**config.mk**
```make
export PLATFORM = sky130hd
export DESIGN_NAME = framed_message_parser_flat
export DESIGN_NICKNAME = d
export VERILOG_FILES = /design/src/hw/rtl/fmp_pkg.sv /design/src/hw/rtl/fmp_if.sv /design/src/hw/rtl/framed_message_parser.sv /design/src/hw/rtl/fmp_core.sv /design/src/flat_wrapper.sv
export SDC_FILE = /design/constraint.sdc
export NUM_CORES = 1
export LEC_CHECK = 0
export ABC_AREA = 1
export CORE_AREA = 2 2 108 110
export DETAILED_ROUTE_END_ITERATION = 16
export DIE_AREA = 0 0 110 112
export DONT_BUFFER_PORTS = 1
export GPL_ROUTABILITY_DRIVEN = 0
export PLACE_DENSITY_LB_ADDON = 0.15
export SYNTH_ARGS = -nofsm -noshare
export SYNTH_HDL_FRONTEND = slang
export SYNTH_SLANG_ARGS = --single-unit
```
**constraint.sdc**
```tcl
create_clock -name clk -period 3.8 [get_ports clk]
set_clock_uncertainty 0.05 [all_clocks]
set_input_delay 0.38 -clock clk [delete_from_list [all_inputs] [get_ports clk]]
set_output_delay 0.38 -clock clk [all_outputs]
set_load 0.05 [all_outputs]
```
**src/hw/rtl/fmp_pkg.sv**
```systemverilog
// Shared types and constants of the framed message parser.
package fmp_pkg;

  // Lengths in a single length byte above this value are refused, unless the byte is the long-length mark.
  localparam logic [7:0] SHORT_LENGTH_LIMIT = 8'd250;

  // Configuration register indexes and their reset values.
  localparam int unsigned CFG_INDEX_W = 8;
  localparam logic [CFG_INDEX_W-1:0] CFG_START_BYTE       = 8'd0;
  localparam logic [CFG_INDEX_W-1:0] CFG_END_BYTE         = 8'd1;
  localparam logic [CFG_INDEX_W-1:0] CFG_LONG_LENGTH_MARK = 8'd2;
  localparam logic [CFG_INDEX_W-1:0] CFG_MAX_LENGTH       = 8'd3;

  localparam logic [7:0]  START_BYTE_RST       = 8'd195;
  localparam logic [7:0]  END_BYTE_RST         = 8'd198;
  localparam logic [7:0]  LONG_LENGTH_MARK_RST = 8'hFF;
  localparam logic [15:0] MAX_LENGTH_RST       = 16'd4096;

  typedef enum logic [2:0] {
    PH_WAIT,
    PH_LEN_FIRST,
    PH_LEN_HI,
    PH_LEN_LO,
    PH_PAYLOAD,
    PH_CHECK,
    PH_END
  } phase_t;

  typedef enum logic [1:0] {
    KIND_DATA    = 2'd0,
    KIND_ACCEPT  = 2'd1,
    KIND_DISCARD = 2'd2
  } kind_t;

  typedef enum logic [2:0] {
    CAUSE_SHORT_OVER = 3'd0,
    CAUSE_OVER_MAX   = 3'd1,
    CAUSE_ZERO       = 3'd2,
    CAUSE_CHECKSUM   = 3'd3,
    CAUSE_NO_END     = 3'd4
  } cause_t;

  typedef struct packed {
    logic [7:0]  start_byte;
    logic [7:0]  end_byte;
    logic [7:0]  long_length_mark;
    logic [15:0] max_length;
  } cfg_t;

  typedef struct packed {
    logic        valid;
    kind_t       kind;
    logic [7:0]  data;
    logic        first_payload;
    logic        last_payload;
    logic [15:0] frame_length;
    cause_t      drop_cause;
  } result_t;

endpackage

```
**src/hw/rtl/fmp_if.sv**
```systemverilog
// Channel interfaces of the framed message parser: received bytes, results, configuration.
interface fmp_rx_if;
  logic       valid;
  logic       ready;
  logic [7:0] rx_byte;

  modport source (output valid, output rx_byte, input ready);
  modport sink   (input valid, input rx_byte, output ready);
endinterface

interface fmp_res_if;
  logic        valid;
  logic        ready;
  logic [1:0]  kind;
  logic [7:0]  data;
  logic        first_payload;
  logic        last_payload;
  logic [15:0] frame_length;
  logic [2:0]  drop_cause;

  modport source (output valid, output kind, output data, output first_payload,
                  output last_payload, output frame_length, output drop_cause,
                  input ready);
  modport sink   (input valid, input kind, input data, input first_payload,
                  input last_payload, input frame_length, input drop_cause,
                  output ready);
endinterface

interface fmp_cfg_if;
  logic                           valid;
  logic                           ready;
  logic [fmp_pkg::CFG_INDEX_W-1:0] index;
  logic [15:0]                    data;

  modport source (output valid, output index, output data, input ready);
  modport sink   (input valid, input index, input data, output ready);
endinterface

```
**src/hw/rtl/framed_message_parser.sv**
```systemverilog
// Top level of the framed message parser: channel registers, configuration and parser core.
//
// Recognises frames of the form start byte, length, payload, checksum, end byte in a
// stream of received bytes. The rx channel carries one byte per transfer; the res
// channel carries at most one result per byte: each payload byte as it arrives, then
// a frame accept or a frame discard with its cause. Bytes outside a frame give nothing.
// The cfg channel writes the start byte, end byte, long-length mark and maximum
// length; it is always ready and should only be used while the parser is idle.
// Throughput is one byte per cycle while results are taken: a byte is held in the input
// register, the state machine handles it in a single pass, and its result is registered
// in the output register, from which the result transfer is made.
// Reset (synchronous, active high) returns the parser to waiting for a start byte,
// empties both registers and restores the register defaults. When the receiver
// stalls, the output register holds its result, the input register keeps one byte
// and rx.ready drops until the result is taken.
module framed_message_parser (
  input logic      clk,
  input logic      rst,
  fmp_rx_if.sink   rx,
  fmp_res_if.source res,
  fmp_cfg_if.sink  cfg
);

  fmp_pkg::cfg_t    cfg_regs;
  fmp_pkg::result_t core_res;

  logic       in_valid;
  logic [7:0] in_byte;
  logic       advance;
  logic       step;

  // The pipeline moves whenever the output register is empty or being emptied.
  assign advance  = !res.valid || res.ready;
  assign rx.ready = !in_valid || advance;
  assign step     = in_valid && advance;
  assign cfg.ready = 1'b1;

  // Configuration registers.
  always_ff @(posedge clk) begin
    if (rst) begin
      cfg_regs.start_byte       <= fmp_pkg::START_BYTE_RST;
      cfg_regs.end_byte         <= fmp_pkg::END_BYTE_RST;
      cfg_regs.long_length_mark <= fmp_pkg::LONG_LENGTH_MARK_RST;
      cfg_regs.max_length       <= fmp_pkg::MAX_LENGTH_RST;
    end else if (cfg.valid) begin
      case (cfg.index)
        fmp_pkg::CFG_START_BYTE:       cfg_regs.start_byte       <= cfg.data[7:0];
        fmp_pkg::CFG_END_BYTE:         cfg_regs.end_byte         <= cfg.data[7:0];
        fmp_pkg::CFG_LONG_LENGTH_MARK: cfg_regs.long_length_mark <= cfg.data[7:0];
        fmp_pkg::CFG_MAX_LENGTH:       cfg_regs.max_length       <= cfg.data;
        default: ;
      endcase
    end
  end

  // Input register.
  always_ff @(posedge clk) begin
    if (rst) begin
      in_valid <= 1'b0;
    end else if (rx.valid && rx.ready) begin
      in_valid <= 1'b1;
    end else if (advance) begin
      in_valid <= 1'b0;
    end
  end

  always_ff @(posedge clk) begin
    if (rx.valid && rx.ready) begin
      in_byte <= rx.rx_byte;
    end
  end

  fmp_core u_core (
    .clk     (clk),
    .rst     (rst),
    .step    (step),
    .rx_byte (in_byte),
    .cfg     (cfg_regs),
    .res     (core_res)
  );

  // Output register.
  always_ff @(posedge clk) begin
    if (rst) begin
      res.valid <= 1'b0;
    end else if (advance) begin
      res.valid <= core_res.valid;
    end
  end

  always_ff @(posedge clk) begin
    if (advance && core_res.valid) begin
      res.kind          <= core_res.kind;
      res.data          <= core_res.data;
      res.first_payload <= core_res.first_payload;
      res.last_payload  <= core_res.last_payload;
      res.frame_length  <= core_res.frame_length;
      res.drop_cause    <= core_res.drop_cause;
    end
  end

endmodule

```
**src/hw/rtl/fmp_core.sv**
```systemverilog
// Frame recognition state machine: one byte per step, at most one result per step.
module fmp_core (
  input  logic             clk,
  input  logic             rst,
  input  logic             step,
  input  logic [7:0]       rx_byte,
  input  fmp_pkg::cfg_t    cfg,
  output fmp_pkg::result_t res
);

  fmp_pkg::phase_t phase, phase_next;
  logic [15:0] expected_length, expected_length_next;
  logic [15:0] received_count, received_count_next;
  logic [7:0]  running_sum, running_sum_next;

  // Decoded conditions on the current byte.
  logic        is_mark;
  logic        short_over;
  logic [15:0] len_cand;
  logic        len_zero;
  logic        len_over;
  logic [15:0] count_inc;
  logic        last_byte;
  logic        sum_bad;

  assign is_mark    = (rx_byte == cfg.long_length_mark);
  assign short_over = (rx_byte > fmp_pkg::SHORT_LENGTH_LIMIT);
  assign len_cand   = (phase == fmp_pkg::PH_LEN_LO) ? {expected_length[15:8], rx_byte}
                                                    : {8'h00, rx_byte};
  assign len_zero   = (len_cand == 16'd0);
  assign len_over   = (len_cand > cfg.max_length);
  assign count_inc  = received_count + 16'd1;
  assign last_byte  = (count_inc == expected_length);
  assign sum_bad    = (rx_byte != running_sum);

  // Next phase.
  always_comb begin
    phase_next = phase;
    case (phase)
      fmp_pkg::PH_WAIT: begin
        if (rx_byte == cfg.start_byte) phase_next = fmp_pkg::PH_LEN_FIRST;
      end
      fmp_pkg::PH_LEN_FIRST: begin
        if (is_mark) phase_next = fmp_pkg::PH_LEN_HI;
        else if (short_over || len_zero || len_over) phase_next = fmp_pkg::PH_WAIT;
        else phase_next = fmp_pkg::PH_PAYLOAD;
      end
      fmp_pkg::PH_LEN_HI: phase_next = fmp_pkg::PH_LEN_LO;
      fmp_pkg::PH_LEN_LO: begin
        if (len_zero || len_over) phase_next = fmp_pkg::PH_WAIT;
        else phase_next = fmp_pkg::PH_PAYLOAD;
      end
      fmp_pkg::PH_PAYLOAD: begin
        if (last_byte) phase_next = fmp_pkg::PH_CHECK;
      end
      fmp_pkg::PH_CHECK: begin
        phase_next = sum_bad ? fmp_pkg::PH_WAIT : fmp_pkg::PH_END;
      end
      fmp_pkg::PH_END: phase_next = fmp_pkg::PH_WAIT;
      default: phase_next = fmp_pkg::PH_WAIT;
    endcase
  end

  // Length, count and checksum updates.
  always_comb begin
    expected_length_next = expected_length;
    received_count_next  = received_count;
    running_sum_next     = running_sum;
    case (phase)
      fmp_pkg::PH_LEN_FIRST, fmp_pkg::PH_LEN_LO: begin
        expected_length_next = len_cand;
        received_count_next  = 16'd0;
        running_sum_next     = 8'd0;
      end
      fmp_pkg::PH_LEN_HI: expected_length_next = {rx_byte, 8'h00};
      fmp_pkg::PH_PAYLOAD: begin
        received_count_next = count_inc;
        running_sum_next    = running_sum + rx_byte;
      end
      default: ;
    endcase
  end

  // Result of the current byte.
  always_comb begin
    res.valid         = 1'b0;
    res.kind          = fmp_pkg::KIND_DATA;
    res.data          = 8'd0;
    res.first_payload = 1'b0;
    res.last_payload  = 1'b0;
    res.frame_length  = expected_length;
    res.drop_cause    = fmp_pkg::CAUSE_SHORT_OVER;
    case (phase)
      fmp_pkg::PH_LEN_FIRST: begin
        if (!is_mark) begin
          res.kind         = fmp_pkg::KIND_DISCARD;
          res.frame_length = len_cand;
          if (short_over) begin
            res.valid      = 1'b1;
            res.drop_cause = fmp_pkg::CAUSE_SHORT_OVER;
          end else if (len_zero) begin
            res.valid      = 1'b1;
            res.drop_cause = fmp_pkg::CAUSE_ZERO;
          end else if (len_over) begin
            res.valid      = 1'b1;
            res.drop_cause = fmp_pkg::CAUSE_OVER_MAX;
          end
        end
      end
      fmp_pkg::PH_LEN_LO: begin
        res.kind         = fmp_pkg::KIND_DISCARD;
        res.frame_length = len_cand;
        if (len_zero) begin
          res.valid      = 1'b1;
          res.drop_cause = fmp_pkg::CAUSE_ZERO;
        end else if (len_over) begin
          res.valid      = 1'b1;
          res.drop_cause = fmp_pkg::CAUSE_OVER_MAX;
        end
      end
      fmp_pkg::PH_PAYLOAD: begin
        res.valid         = 1'b1;
        res.data          = rx_byte;
        res.first_payload = (received_count == 16'd0);
        res.last_payload  = last_byte;
      end
      fmp_pkg::PH_CHECK: begin
        res.kind       = fmp_pkg::KIND_DISCARD;
        res.drop_cause = fmp_pkg::CAUSE_CHECKSUM;
        res.valid      = sum_bad;
      end
      fmp_pkg::PH_END: begin
        res.valid = 1'b1;
        if (rx_byte != cfg.end_byte) begin
          res.kind       = fmp_pkg::KIND_DISCARD;
          res.drop_cause = fmp_pkg::CAUSE_NO_END;
        end else begin
          res.kind = fmp_pkg::KIND_ACCEPT;
        end
      end
      default: ;
    endcase
    res.valid = res.valid & step;
  end

  // State registers advance only when a byte is processed.
  always_ff @(posedge clk) begin
    if (rst) begin
      phase           <= fmp_pkg::PH_WAIT;
      expected_length <= 16'd0;
      received_count  <= 16'd0;
      running_sum     <= 8'd0;
    end else if (step) begin
      phase           <= phase_next;
      expected_length <= expected_length_next;
      received_count  <= received_count_next;
      running_sum     <= running_sum_next;
    end
  end

endmodule

```
**src/flat_wrapper.sv**
```systemverilog
// flat-port wrapper written by rule: the top's interface ports become plain ports
module framed_message_parser_flat 
  (clk, rst, rx_valid, rx_rx_byte, rx_ready, res_valid, res_kind, res_data, res_first_payload, res_last_payload, res_frame_length, res_drop_cause, res_ready, cfg_valid, cfg_index, cfg_data, cfg_ready);
  fmp_rx_if rx_i ();
  fmp_res_if res_i ();
  fmp_cfg_if cfg_i ();
  input logic clk;
  input logic rst;
  input wire logic [$bits(rx_i.valid)-1:0] rx_valid;
  input wire logic [$bits(rx_i.rx_byte)-1:0] rx_rx_byte;
  output wire logic [$bits(rx_i.ready)-1:0] rx_ready;
  output wire logic [$bits(res_i.valid)-1:0] res_valid;
  output wire logic [$bits(res_i.kind)-1:0] res_kind;
  output wire logic [$bits(res_i.data)-1:0] res_data;
  output wire logic [$bits(res_i.first_payload)-1:0] res_first_payload;
  output wire logic [$bits(res_i.last_payload)-1:0] res_last_payload;
  output wire logic [$bits(res_i.frame_length)-1:0] res_frame_length;
  output wire logic [$bits(res_i.drop_cause)-1:0] res_drop_cause;
  input wire logic [$bits(res_i.ready)-1:0] res_ready;
  input wire logic [$bits(cfg_i.valid)-1:0] cfg_valid;
  input wire logic [$bits(cfg_i.index)-1:0] cfg_index;
  input wire logic [$bits(cfg_i.data)-1:0] cfg_data;
  output wire logic [$bits(cfg_i.ready)-1:0] cfg_ready;
  assign rx_i.valid = rx_valid;
  assign rx_i.rx_byte = rx_rx_byte;
  assign rx_ready = rx_i.ready;
  assign res_valid = res_i.valid;
  assign res_kind = res_i.kind;
  assign res_data = res_i.data;
  assign res_first_payload = res_i.first_payload;
  assign res_last_payload = res_i.last_payload;
  assign res_frame_length = res_i.frame_length;
  assign res_drop_cause = res_i.drop_cause;
  assign res_i.ready = res_ready;
  assign cfg_i.valid = cfg_valid;
  assign cfg_i.index = cfg_index;
  assign cfg_i.data = cfg_data;
  assign cfg_ready = cfg_i.ready;
  framed_message_parser u_core (.clk(clk), .rst(rst), .rx(rx_i), .res(res_i), .cfg(cfg_i));
endmodule
```
# Yosys cells after proc, flatten, opt, wreduce, memory -nomap -nowiden

Cells that the tools add are included.

Register bits: 124
Input bits: 37
Output and inout port bits: 34
Logic and storage cells: 92

Add/sub/neg operators: 2
Magnitude comparators: 2
Equality and inequality tests: 16
Multiplexer cells: 27
Bitwise gates (word level): 1
Reduce and logical (&&, ||, !) cells: 27

Operators by type and width:

| cell                  | count |
|---|---|
| $pmux 16 s2           | 3 |
| $logic_not 16->1      | 2 |
| $mux 3                | 8 |
| $mux 19               | 1 |
| $pmux 3 s6            | 1 |
| $add 16x1->16 const B | 1 |
| $eq 16x16->1          | 1 |
| $eq 8x2->1 const B    | 2 |
| $eq 8x8->1            | 2 |
| $gt 16x16->1          | 1 |
| $mux 16               | 1 |
| $ne 8x8->1            | 2 |
| $pmux 8 s2            | 1 |
| $pmux 3 s4            | 1 |
| $reduce_and 2->1      | 6 |
| $eq 3x3->1 const B    | 3 |
| $add 8x8->8           | 1 |
| $eq 8x1->1 const B    | 1 |
| $gt 8x8->1 const B    | 1 |
| $logic_not 8->1       | 1 |
| $eq 3x2->1 const B    | 2 |
| $mux 1                | 6 |
| $mux 2                | 3 |
| $pmux 2 s3            | 1 |
| other kinds (11)      | 23 |

# Longest topological paths before layout

Gate-level depths: netlist of run 1.

Depth after elaboration: 10
Gate-level depth with buffers: 19
Mapped depth without buffers: 19

# Hierarchy

Synthesis of run 1 repeated with hierarchy kept, for this count alone.

Cells, all modules: 937
Area total of the unflattened synthesis: 6831.6 µm²

Modules (own cells, without submodules):

| module                | instances | cells each | area an instance (µm²) | sequential area each (µm²) |
|---|---|---|---|---|
| fmp_core              | 1         | 650        | 3863.7                 | 860.8 |
| framed_message_parser | 1         | 287        | 2967.8                 | 2011.9 |

# Least setup slack after synthesis of run 1

OpenSTA, ideal clock, no wires.

Kind: register to register
From: reg u_core.u_core.phase[0]
To: reg u_core.res.data[0] (enable)
Setup time: 386 ps
Arrival: 2432 ps
Required time: 3364 ps
Slack: 932 ps
Stages on the path, launching flop included: 20
Buffers on the path: 0
Clock period less this slack: 2868 ps
Path through: dfxtp_1 -> inv_2 -> nor2_4 -> nand2_4 -> nor2_1 -> ha_1 -> nand2_1 -> inv_1 -> nand3_1 -> nor2_1 -> nand2_1 -> nor2_1 -> a21oi_1 -> nand2_1 -> nand2_1 -> nand2_1 -> nand2_1 -> nand2_1 -> nand2_1 -> inv_1

Word-level cells in the longest chain between the ends: 10
Elaborated cells on any way between the ends: 16
Classes of those cells: order compare (1); eq/ne (5); mux (6); bitwise (1); reduce/logical (3)

Ends and longest elaborated chain:

| element                | RTL line                         | text |
|---|---|---|
| start, declared        | fmp_core.sv:11                   | `fmp_pkg::phase_t phase, phase_next;` |
| start signal, assigned | fmp_core.sv:149                  | `phase <= fmp_pkg::PH_WAIT;` |
| start signal, assigned | fmp_core.sv:154                  | `phase <= phase_next;` |
| $eq 3x2->1             | fmp_core.sv:28, fmp_core.sv:93   |  |
| $mux 16                | fmp_core.sv:28                   | `assign len_cand = (phase == fmp_pkg::PH_LEN_LO) ? {expected_length[15:8], rx_byte}` |
| $gt 16x16->1           | fmp_core.sv:31                   | `assign len_over = (len_cand > cfg.max_length);` |
| $mux 1                 | fmp_core.sv:104, fmp_core.sv:116 |  |
| $mux 1                 | fmp_core.sv:101                  | `end else if (len_zero) begin` |
| $mux 1                 | fmp_core.sv:98                   | `if (short_over) begin` |
| $mux 3                 | fmp_core.sv:95                   | `if (!is_mark) begin` |
| $pmux 1 s4 *           | fmp_core.sv:93                   | `case (phase)` |
| $and 1x1->1 *          | fmp_core.sv:143                  | `res.valid = res.valid & step;` |
| $logic_and 1x1->1 *    | framed_message_parser.sv:92      | `if (advance && core_res.valid) begin` |
| end, declared          | fmp_if.sv:21                     | `modport source (output valid, output kind, output data, output first_payload,` |

Every way passes the cells marked *; elsewhere a longest branch is shown, timed or not.
A chain may end at the register's enable or synchronous reset.

# Final worst setup path of run 1

From: reg u_core.u_core.phase[2]
To: reg u_core.res.first_payload (enable)

Word-level cells in the longest chain between the ends: 10
Elaborated cells on any way between the ends: 16
Classes of those cells: order compare (1); eq/ne (5); mux (6); bitwise (1); reduce/logical (3)

Ends and longest elaborated chain:

| element             | RTL line |
|---|---|
| $eq 3x2->1          | fmp_core.sv:28, fmp_core.sv:93 |
| $mux 16             | fmp_core.sv:28 |
| $gt 16x16->1        | fmp_core.sv:31 |
| $mux 1              | fmp_core.sv:104, fmp_core.sv:116 |
| $mux 1              | fmp_core.sv:101 |
| $mux 1              | fmp_core.sv:98 |
| $mux 3              | fmp_core.sv:95 |
| $pmux 1 s4 *        | fmp_core.sv:93 |
| $and 1x1->1 *       | fmp_core.sv:143 |
| $logic_and 1x1->1 * | framed_message_parser.sv:92 |
| end, declared       | fmp_if.sv:21 |

Marks and branches as above.

==> flow_metrics.env, run 1 <==
export IMPL_status="finished, final reports clean"
export IMPL_design_area_um2=7280
export IMPL_power_leakage_nw=2.94
export IMPL_yosysMostFrequentCell="nand2_1"
export IMPL_area_delta_synth_final_pct=11.2
export IMPL_cp_end_kind="flip-flop"
export IMPL_antenna_found_initial=0
export IMPL_cp_start_kind="flip-flop"
export IMPL_relSlewSlack_pct=42.4
export IMPL_yosysSeqAreaShare_pct=43.9
export IMPL_std_cell_rows=39
export IMPL_ios=71
export IMPL_tightest_slew_ns=0.861
export IMPL_period_minus_slack_ns=2.95
export IMPL_drtIter0Drc=472
export IMPL_synth_compound_area_share_pct=13.8
export IMPL_synth_edf_count=39
export IMPL_synth_flop_cell="dfxtp_1"
export IMPL_synth_area_leaders="dfxtp_1 26%, edfxtp_1 18%, nand2_1 10%"
export IMPL_crit_arrival_ns=2.99
export IMPL_synth_nets=912
export IMPL_cts_sinks=124
export IMPL_dpl_hpwl_mm=12.5
export IMPL_p_int_w=0.00237
export IMPL_clock_power_share_pct=51.2
export IMPL_slew_viol_final=0
export IMPL_synth_cells=851
export IMPL_setup_tns_final_ns=0
export IMPL_max_cap_violations=0
export IMPL_power_switching_w=0.000663
export IMPL_power_per_cell_area_nw_per_um2=417
export IMPL_synth_distinct_cells=45
export IMPL_netlist_area_um2=6540
export IMPL_root_buffer="clkbuf_16"
export IMPL_power_switching_share_pct=21.8
export IMPL_yosys_warnings=0
export IMPL_synth_fa_ha_area_share_pct=4.70
export IMPL_regToRegSetupSlack_ns=0.85
export IMPL_finalHoldViolCount=0
export IMPL_vias=5947
export IMPL_async_reset_ff_share_pct=0
export IMPL_combPwrFrac_pct=2.9
export IMPL_placed_area_um2=6610
export IMPL_path_clk_slew_ns=0.06
export IMPL_synthMuxAreaShare_pct=0
export IMPL_avgSynthCellArea_um2=7.69
export IMPL_fmax_ghz=0.339
export IMPL_worstSetupPathType="reg -> reg"
export IMPL_clkLatencyLatePin_ns=0.43
export IMPL_grt_max_degree=36
export IMPL_synth_top_area_cell="dfxtp_1"
export IMPL_grt_pass1_vias=5686
export IMPL_rsz0062_at_grt="no"
export IMPL_overflow=0
export IMPL_die_h_um=112
export IMPL_wl_mm=17.4
export IMPL_ys_top_cells_by_count="177 x nand2_1, 96 x inv_1, 85 x dfxtp_1"
export IMPL_track_usage_pct=30.5
export IMPL_setup_viol=0
export IMPL_core_um2=11200
export IMPL_fp_dieArea_um2=12300
export IMPL_initial_core_util_pct=58.5
export IMPL_postRouteAntennaNets=0
export IMPL_post_drt_wl_per_cell_um=17.3
export IMPL_whs_path_depth=2
export IMPL_min_path_type="in -> reg"
export IMPL_r2r_start="u_core.u_core.phase[2]"
export IMPL_cts_buffer_depth=2
export IMPL_r2r_end="u_core.res.first_payload"
export IMPL_synthSimpleGateAreaFrac_pct=25.1
export IMPL_io_buffers=0
export IMPL_required_ns=3.84
export IMPL_cts_tree="done"
export IMPL_p_seq_share_pct=45.9
export IMPL_vdd_drop_max_mv=0.384
export IMPL_holdPathEnd="u_core.cfg_regs[26]"
export IMPL_utilization_pct=65.1
export IMPL_cts_htree_levels=4
export IMPL_grt_pass1_wl_mm=28.6
export IMPL_viasPerCell=5.91
export IMPL_die_x_um=110
export IMPL_final_nets=911
export IMPL_diodes=0
export IMPL_synth_top_cell_area_share_pct=26.0
export IMPL_p_total_w=0.00304
export IMPL_final_layout_size_suffix_gt1_share_pct=6.37
export IMPL_min_from="cfg_data[2]"
export IMPL_crit_fanout=31
export IMPL_fin_crit_sh_pct=77.6
export IMPL_route_detailed_drc=0
export IMPL_numCtsBuffers=17
export IMPL_synth_top_family_by_area="simple AND/OR/NAND/NOR gates"
export IMPL_ys_ff_latch=124
export IMPL_reg2reg_depth=19
export IMPL_firstDrtPassIters=5
export IMPL_synth_xor_area_share_pct=4.49
## cells in the final DEF, fill, tap and decap left out, types with 5 or more instances in the layout
cell           synthesis  routed
nand2_1              177     177
inv_1                 96      96
dfxtp_1               85      85
nor2_1                82      82
a21oi_1               79      79
nand3_1               63      63
o21ai_0               49      49
edfxtp_1              39      39
ha_1                  23      23
xor2_1                20      20
clkbuf_16              0      17
nand4_1               15      15
o211ai_1              13      13
xnor2_1               11      11
nor3_1                10      10
dlygate4sd3_1          0       8
a211oi_1               6       6
nor2_4                 5       5
## sequential cells by signal, indices dropped and copies added (netlist names)
register                       flops
u_core.u_core.received_count      16
u_core.res.data                    8
u_core.cfg_regs                   40
u_core.in_byte                     8
u_core.u_core.expected_length     16
u_core.res.frame_length           16
u_core.res.last_payload            1
u_core.u_core.phase                3
u_core.res.first_payload           1
u_core.in_valid                    1
u_core.res.kind                    2
u_core.u_core.running_sum          8
u_core.res.valid                   1
u_core.res.drop_cause              3
## per-layer routing
metal  vias up  GRT usage [%]  wire (um)
met5         -              0          0
met4         0           13.9        725
met2       308           48.3       8090
met3        74           9.02       1430
li1       2842              -          -
met1      2723           38.1       7150
## final cells by class
class / instances / area [um2]
sequential: 124 / 2870
tap: 143 / 179
timing repair buffer: 13 / 130
clock buffer: 20 / 447
clock inverter: 12 / 123
inverter: 100 / 375
multi-input combinational: 594 / 3150
fill: 937 / 3900
## power by group through the flow
stage,sequential (W),combinational [W],clock [W]
after floorplan,0.00140,0.0000730,0
after global placement,0.00142,0.0000687,0
after detailed placement,0.00142,0.0000707,0
after CTS,0.00139,0.0000860,0.00157
after global routing,0.00139,0.0000992,0.00163
final,0.00139,0.0000870,0.00155
## stage by stage
| stage | cells | hold WS [ns] | worst slack (ns) |
|---|---|---|---|
| final | 1006 | 0.0175 | 0.850 |
| after floorplan | 851 | 0.383 | 0.932 |
| after CTS | 1006 | 0.00824 | 0.876 |
| after global placement | 965 | 0.399 | 1.03 |
| after detailed placement | 965 | 0.405 | 0.887 |
| after global routing | 1006 | 0.0214 | 0.540 |
## what timing repair did
action / CTS / global route
buffers inserted: 0 / 0
hold endpoints to repair: 43 / 0
hold buffers: 9 / 0
resized for setup: 0 / 0
## critical path, stage by stage, from the launching register on
cell and delay [ns]:
dfxtp_1 0.53, nor2_4 0.11, nand2_4 0.14, nor2_1 0.08
ha_1 0.30, nand2_1 0.07, inv_1 0.05, nand3_1 0.08
nor2_1 0.10, nand2_1 0.06, nor2_1 0.15, a21oi_1 0.08
nand2_1 0.06, nand2_1 0.06, nand2_1 0.09, nand2_1 0.05
nand2_1 0.06, nand2_1 0.07, inv_1 0.05, buf_4 0.34
## logic make-up after synthesis
family,count (synthesis)
AO/OA/AOI/OAI,164
XOR/XNOR,32
adder cells (fa/ha/maj),24
buffers and inverters,133
flip-flops,124
other,1
AND/OR/NAND/NOR,373
## worst max-delay path by stage
stage | from | endpoint
6_report | u_core.u_core.phase[2] | u_core.res.first_payload
4_1_cts | u_core.u_core.phase[2] | u_core.res.first_payload
2_1_floorplan | u_core.u_core.phase[0] | u_core.res.data[0]
3_5_place_dp | u_core.u_core.phase[2] | u_core.res.first_payload
3_3_place_gp | u_core.u_core.phase[2] | u_core.res.data[0]
5_1_grt | u_core.u_core.phase[0] | u_core.res.drop_cause[1]
(Power assumes the default switching activity.)
==> run 2: changes to the inputs <==
--- a/config.mk
+++ b/config.mk
@@ -5,10 +5,10 @@
 export SDC_FILE = /design/constraint.sdc
 export NUM_CORES = 1
 export LEC_CHECK = 0
-export ABC_AREA = 1
-export CORE_AREA = 2 2 108 110
+export ABC_AREA = 0
+export CORE_AREA = 2 2 110 112
 export DETAILED_ROUTE_END_ITERATION = 16
-export DIE_AREA = 0 0 110 112
+export DIE_AREA = 0 0 112 114
 export DONT_BUFFER_PORTS = 1
 export GPL_ROUTABILITY_DRIVEN = 0
 export PLACE_DENSITY_LB_ADDON = 0.15
==> constraint.sdc (replaced) <==
create_clock -name clk -period 2.64 [get_ports clk]
set_clock_uncertainty 0.05 [all_clocks]
set_input_delay 0.264 -clock clk [delete_from_list [all_inputs] [get_ports clk]]
set_output_delay 0.264 -clock clk [all_outputs]
set_load 0.05 [all_outputs]
==> run 2 against run 1 <==
Against the previous run: critical path type unchanged; synthesized cell count fell by 14%; area after synthesis increased by 0.98%; combinational power rose to 2.6 times the previous value; first-iteration DRC count down 1.9%; register-to-register slack got worse by 0.81 ns; global-route usage decreased by 2.1 points; total power up 51%; clock power is 52% higher; fmax is 14% higher; largest power group unchanged; critical path depth is 8 lower; cell area increased by 9.8%.
==> flow_metrics.env, run 2 <==
export IMPL_status="finished, final reports clean"
export IMPL_crit_end="u_core.res.frame_length[6]"
export IMPL_ios=71
export IMPL_core_um2=11700
export IMPL_max_cap_violations=0
export IMPL_synth_distinct_cells=64
export IMPL_p_int_w=0.00355
export IMPL_path_clk_slew_ns=0.06
export IMPL_p_seq_share_pct=43.5
export IMPL_die_h_um=114
export IMPL_crit_start="u_core.u_core.phase[0]"
export IMPL_largest_reg_flops=40
export IMPL_firstDrtPassIters=5
export IMPL_cts_sinks=124
export IMPL_fin_crit_sh_pct=98.4
export IMPL_synth_nets=794
export IMPL_synth_edf_count=39
export IMPL_grt_max_degree=86
export IMPL_min_path_type="in -> reg"
export IMPL_r2r_start="u_core.u_core.phase[0]"
export IMPL_postRouteAntennaNets=0
export IMPL_synth_top_cell_area_share_pct=25.8
export IMPL_yosysSeqAreaShare_pct=43.5
export IMPL_power_leakage_nw=2.90
export IMPL_cts_htree_levels=4
export IMPL_grt_pass1_vias=5422
export IMPL_grt_pass1_wl_mm=28.2
export IMPL_relSlewSlack_pct=42.5
export IMPL_required_ns=2.73
export IMPL_route_detailed_drc=0
export IMPL_synth_cells=733
export IMPL_avgSynthCellArea_um2=9.01
export IMPL_yosys_warnings=0
export IMPL_power_per_cell_area_nw_per_um2=573
export IMPL_diodes=0
export IMPL_r2r_end="u_core.res.frame_length[6]"
export IMPL_synth_flop_cell="dfxtp_1"
export IMPL_wl_mm=17.9
export IMPL_regMostFlops="u_core.cfg_regs"
export IMPL_yosysMostFrequentCell="nand2_1"
export IMPL_power_switching_w=0.00103
export IMPL_ys_top_cells_by_count="86 x nand2_1, 85 x dfxtp_1, 71 x nor2_1"
export IMPL_vias=5659
export IMPL_die_x_um=112
export IMPL_drtIter0Drc=463
export IMPL_ys_ff_latch=124
export IMPL_std_cell_rows=40
export IMPL_post_drt_wl_per_cell_um=19.0
export IMPL_cp_start_kind="flip-flop"
export IMPL_dpl_hpwl_mm=12.0
export IMPL_clkLatencyLatePin_ns=0.43
export IMPL_period_minus_slack_ns=2.60
export IMPL_fmax_ghz=0.385
export IMPL_n_fill_cell=919
export IMPL_initial_core_util_pct=56.4
export IMPL_final_nets=841
export IMPL_track_usage_pct=28.4
export IMPL_synth_area_leaders="dfxtp_1 26%, edfxtp_1 18%, nand2_1 4.9%"
export IMPL_power_switching_share_pct=22.4
export IMPL_cts_buffer_depth=2
export IMPL_overflow=0
export IMPL_area_delta_synth_final_pct=20.9
export IMPL_combPwrFrac_pct=5.0
export IMPL_slew_viol_final=0
export IMPL_cts_tree="done"
export IMPL_crit_fanout=11
export IMPL_vdd_drop_max_mv=0.409
export IMPL_fp_dieArea_um2=12800
export IMPL_mostFrequentLayoutCell="nand2_1"
export IMPL_netlist_area_um2=6610
export IMPL_viasPerCell=6.02
export IMPL_preCtsSetupSlack_ns=0.0160
export IMPL_tightest_slew_ns=0.856
export IMPL_worst_slack_ns=0.0429
export IMPL_finalHoldViolCount=0
export IMPL_synth_top_area_cell="dfxtp_1"
export IMPL_reg2reg_depth=11
export IMPL_final_cell_mix="86 x nand2_1, 82 x dfxtp_1, 70 x nor2_1"
export IMPL_async_reset_ff_share_pct=0
export IMPL_worstSetupPathType="reg -> reg"
export IMPL_antenna_found_initial=0
export IMPL_clock_power_share_pct=51.5
export IMPL_cp_end_kind="flip-flop"
export IMPL_root_buffer="clkbuf_16"
export IMPL_whs_ns=0.0152
export IMPL_crit_arrival_ns=2.68
export IMPL_io_buffers=0
export IMPL_regToRegSetupSlack_ns=0.04
export IMPL_setup_viol=0
export IMPL_final_layout_size_suffix_gt1_share_pct=14.5
export IMPL_numCtsBuffers=17
run 2: cell count changes in the layout (fill, tap and decap cells not counted), sizes merged, moves of 18 or more:
cell,before,now
o21ai,53,29
a22oi,0,19
nand3,63,19
dlygate4sd3,8,26
xnor2,11,31
nor2b,0,21
a21oi,79,50
and3,1,19
nor2,90,71
inv,99,26
buf,5,54
nand2,181,86
run 2: cell families (layout without fill, tap and decap cells):
kind of cell    after synthesis  after routing  share of synthesized area [%]
flops                       124            124                           43.5
xor+xnor                     55             55                           7.29
buf+inv                      78            137                           5.81
compound gates              149            149                           14.6
other cells                   1              1                         0.0568
fa+ha+maj                    24             24                           4.66
mux                          11             11                           1.69
simple gates                291            292                           22.4
run 2: layer usage:
metal / global-route usage, % / wire (um) / vias to the layer above
met2: 46.3 / 8560 / 214
met3: 6.43 / 1180 / 44
met4: 12.5 / 533 / 0
met5: 0 / 0 / -
met1: 36.6 / 7590 / 2718
li1: - / - / 2683
run 2: stage by stage:
stage               utilization (%)  std cells  TNS [ns]  area (um2)  total power [W]
finish                         68.2        940         0        7990          0.00457
global route                   68.2        940    -0.721        7990          0.00471
floorplan                         -        733     -9.96        6660          0.00215
detailed placement             59.1        876         0        6920          0.00219
CTS                            66.7        935         0        7810          0.00459
global placement               59.1        876         0        6920          0.00218
run 2: worst min-delay path by stage:
stage / cells after the start / to / slack, ns / startpoint
floorplan: 0 / u_core.in_byte[0] / 0.31 / rx_rx_byte[0]
global placement: 1 / u_core.cfg_regs[9] / 0.29 / rst
detailed placement: 1 / u_core.cfg_regs[10] / 0.29 / rst
CTS: 3 / u_core.cfg_regs[26] / 0.002 / cfg_data[2]
global route: 2 / u_core.res.valid / 0.02 / rst
finish: 3 / u_core.cfg_regs[26] / 0.02 / cfg_data[2]
run 2: final cells by class:
type                    count  area [um2]  area share (%)
flip-flops and latches    124        2880            36.0
clock inverters            14         169            2.12
clock buffers              18         429            5.37
well taps                 147         184            2.30
inverters                  24        90.1            1.13
multi-input cells         532        3470            43.5
repair buffers             81         763            9.56
run 2: critical path: stages, from the launching register on:
cell and delay (ns):
dfxtp_1 0.33, nor2b_2 0.18, and3_1 0.19, ha_1 0.30
nand2_1 0.06, nor2_2 0.14, nand3_2 0.10, o211a_1 0.28
o31ai_4 0.20, nor2b_4 0.20, buf_12 0.14, buf_12 0.14
run 2: power groups by stage:
stage	sequential, W	combinational, W	clock [W]
2_1_floorplan	0.00202	0.000126	0
3_3_place_gp	0.00203	0.000156	0
3_5_place_dp	0.00203	0.000160	0
4_1_cts	0.00199	0.000221	0.00238
5_1_grt	0.00199	0.000245	0.00248
6_report	0.00199	0.000230	0.00236
run 2: what timing repair did:
action	in CTS	in global routing
setup buffers	0	2
endpoints found under the setup margin	0	33
gates resized for setup	0	22
endpoints found under the hold margin	93	0
hold buffers	27	0
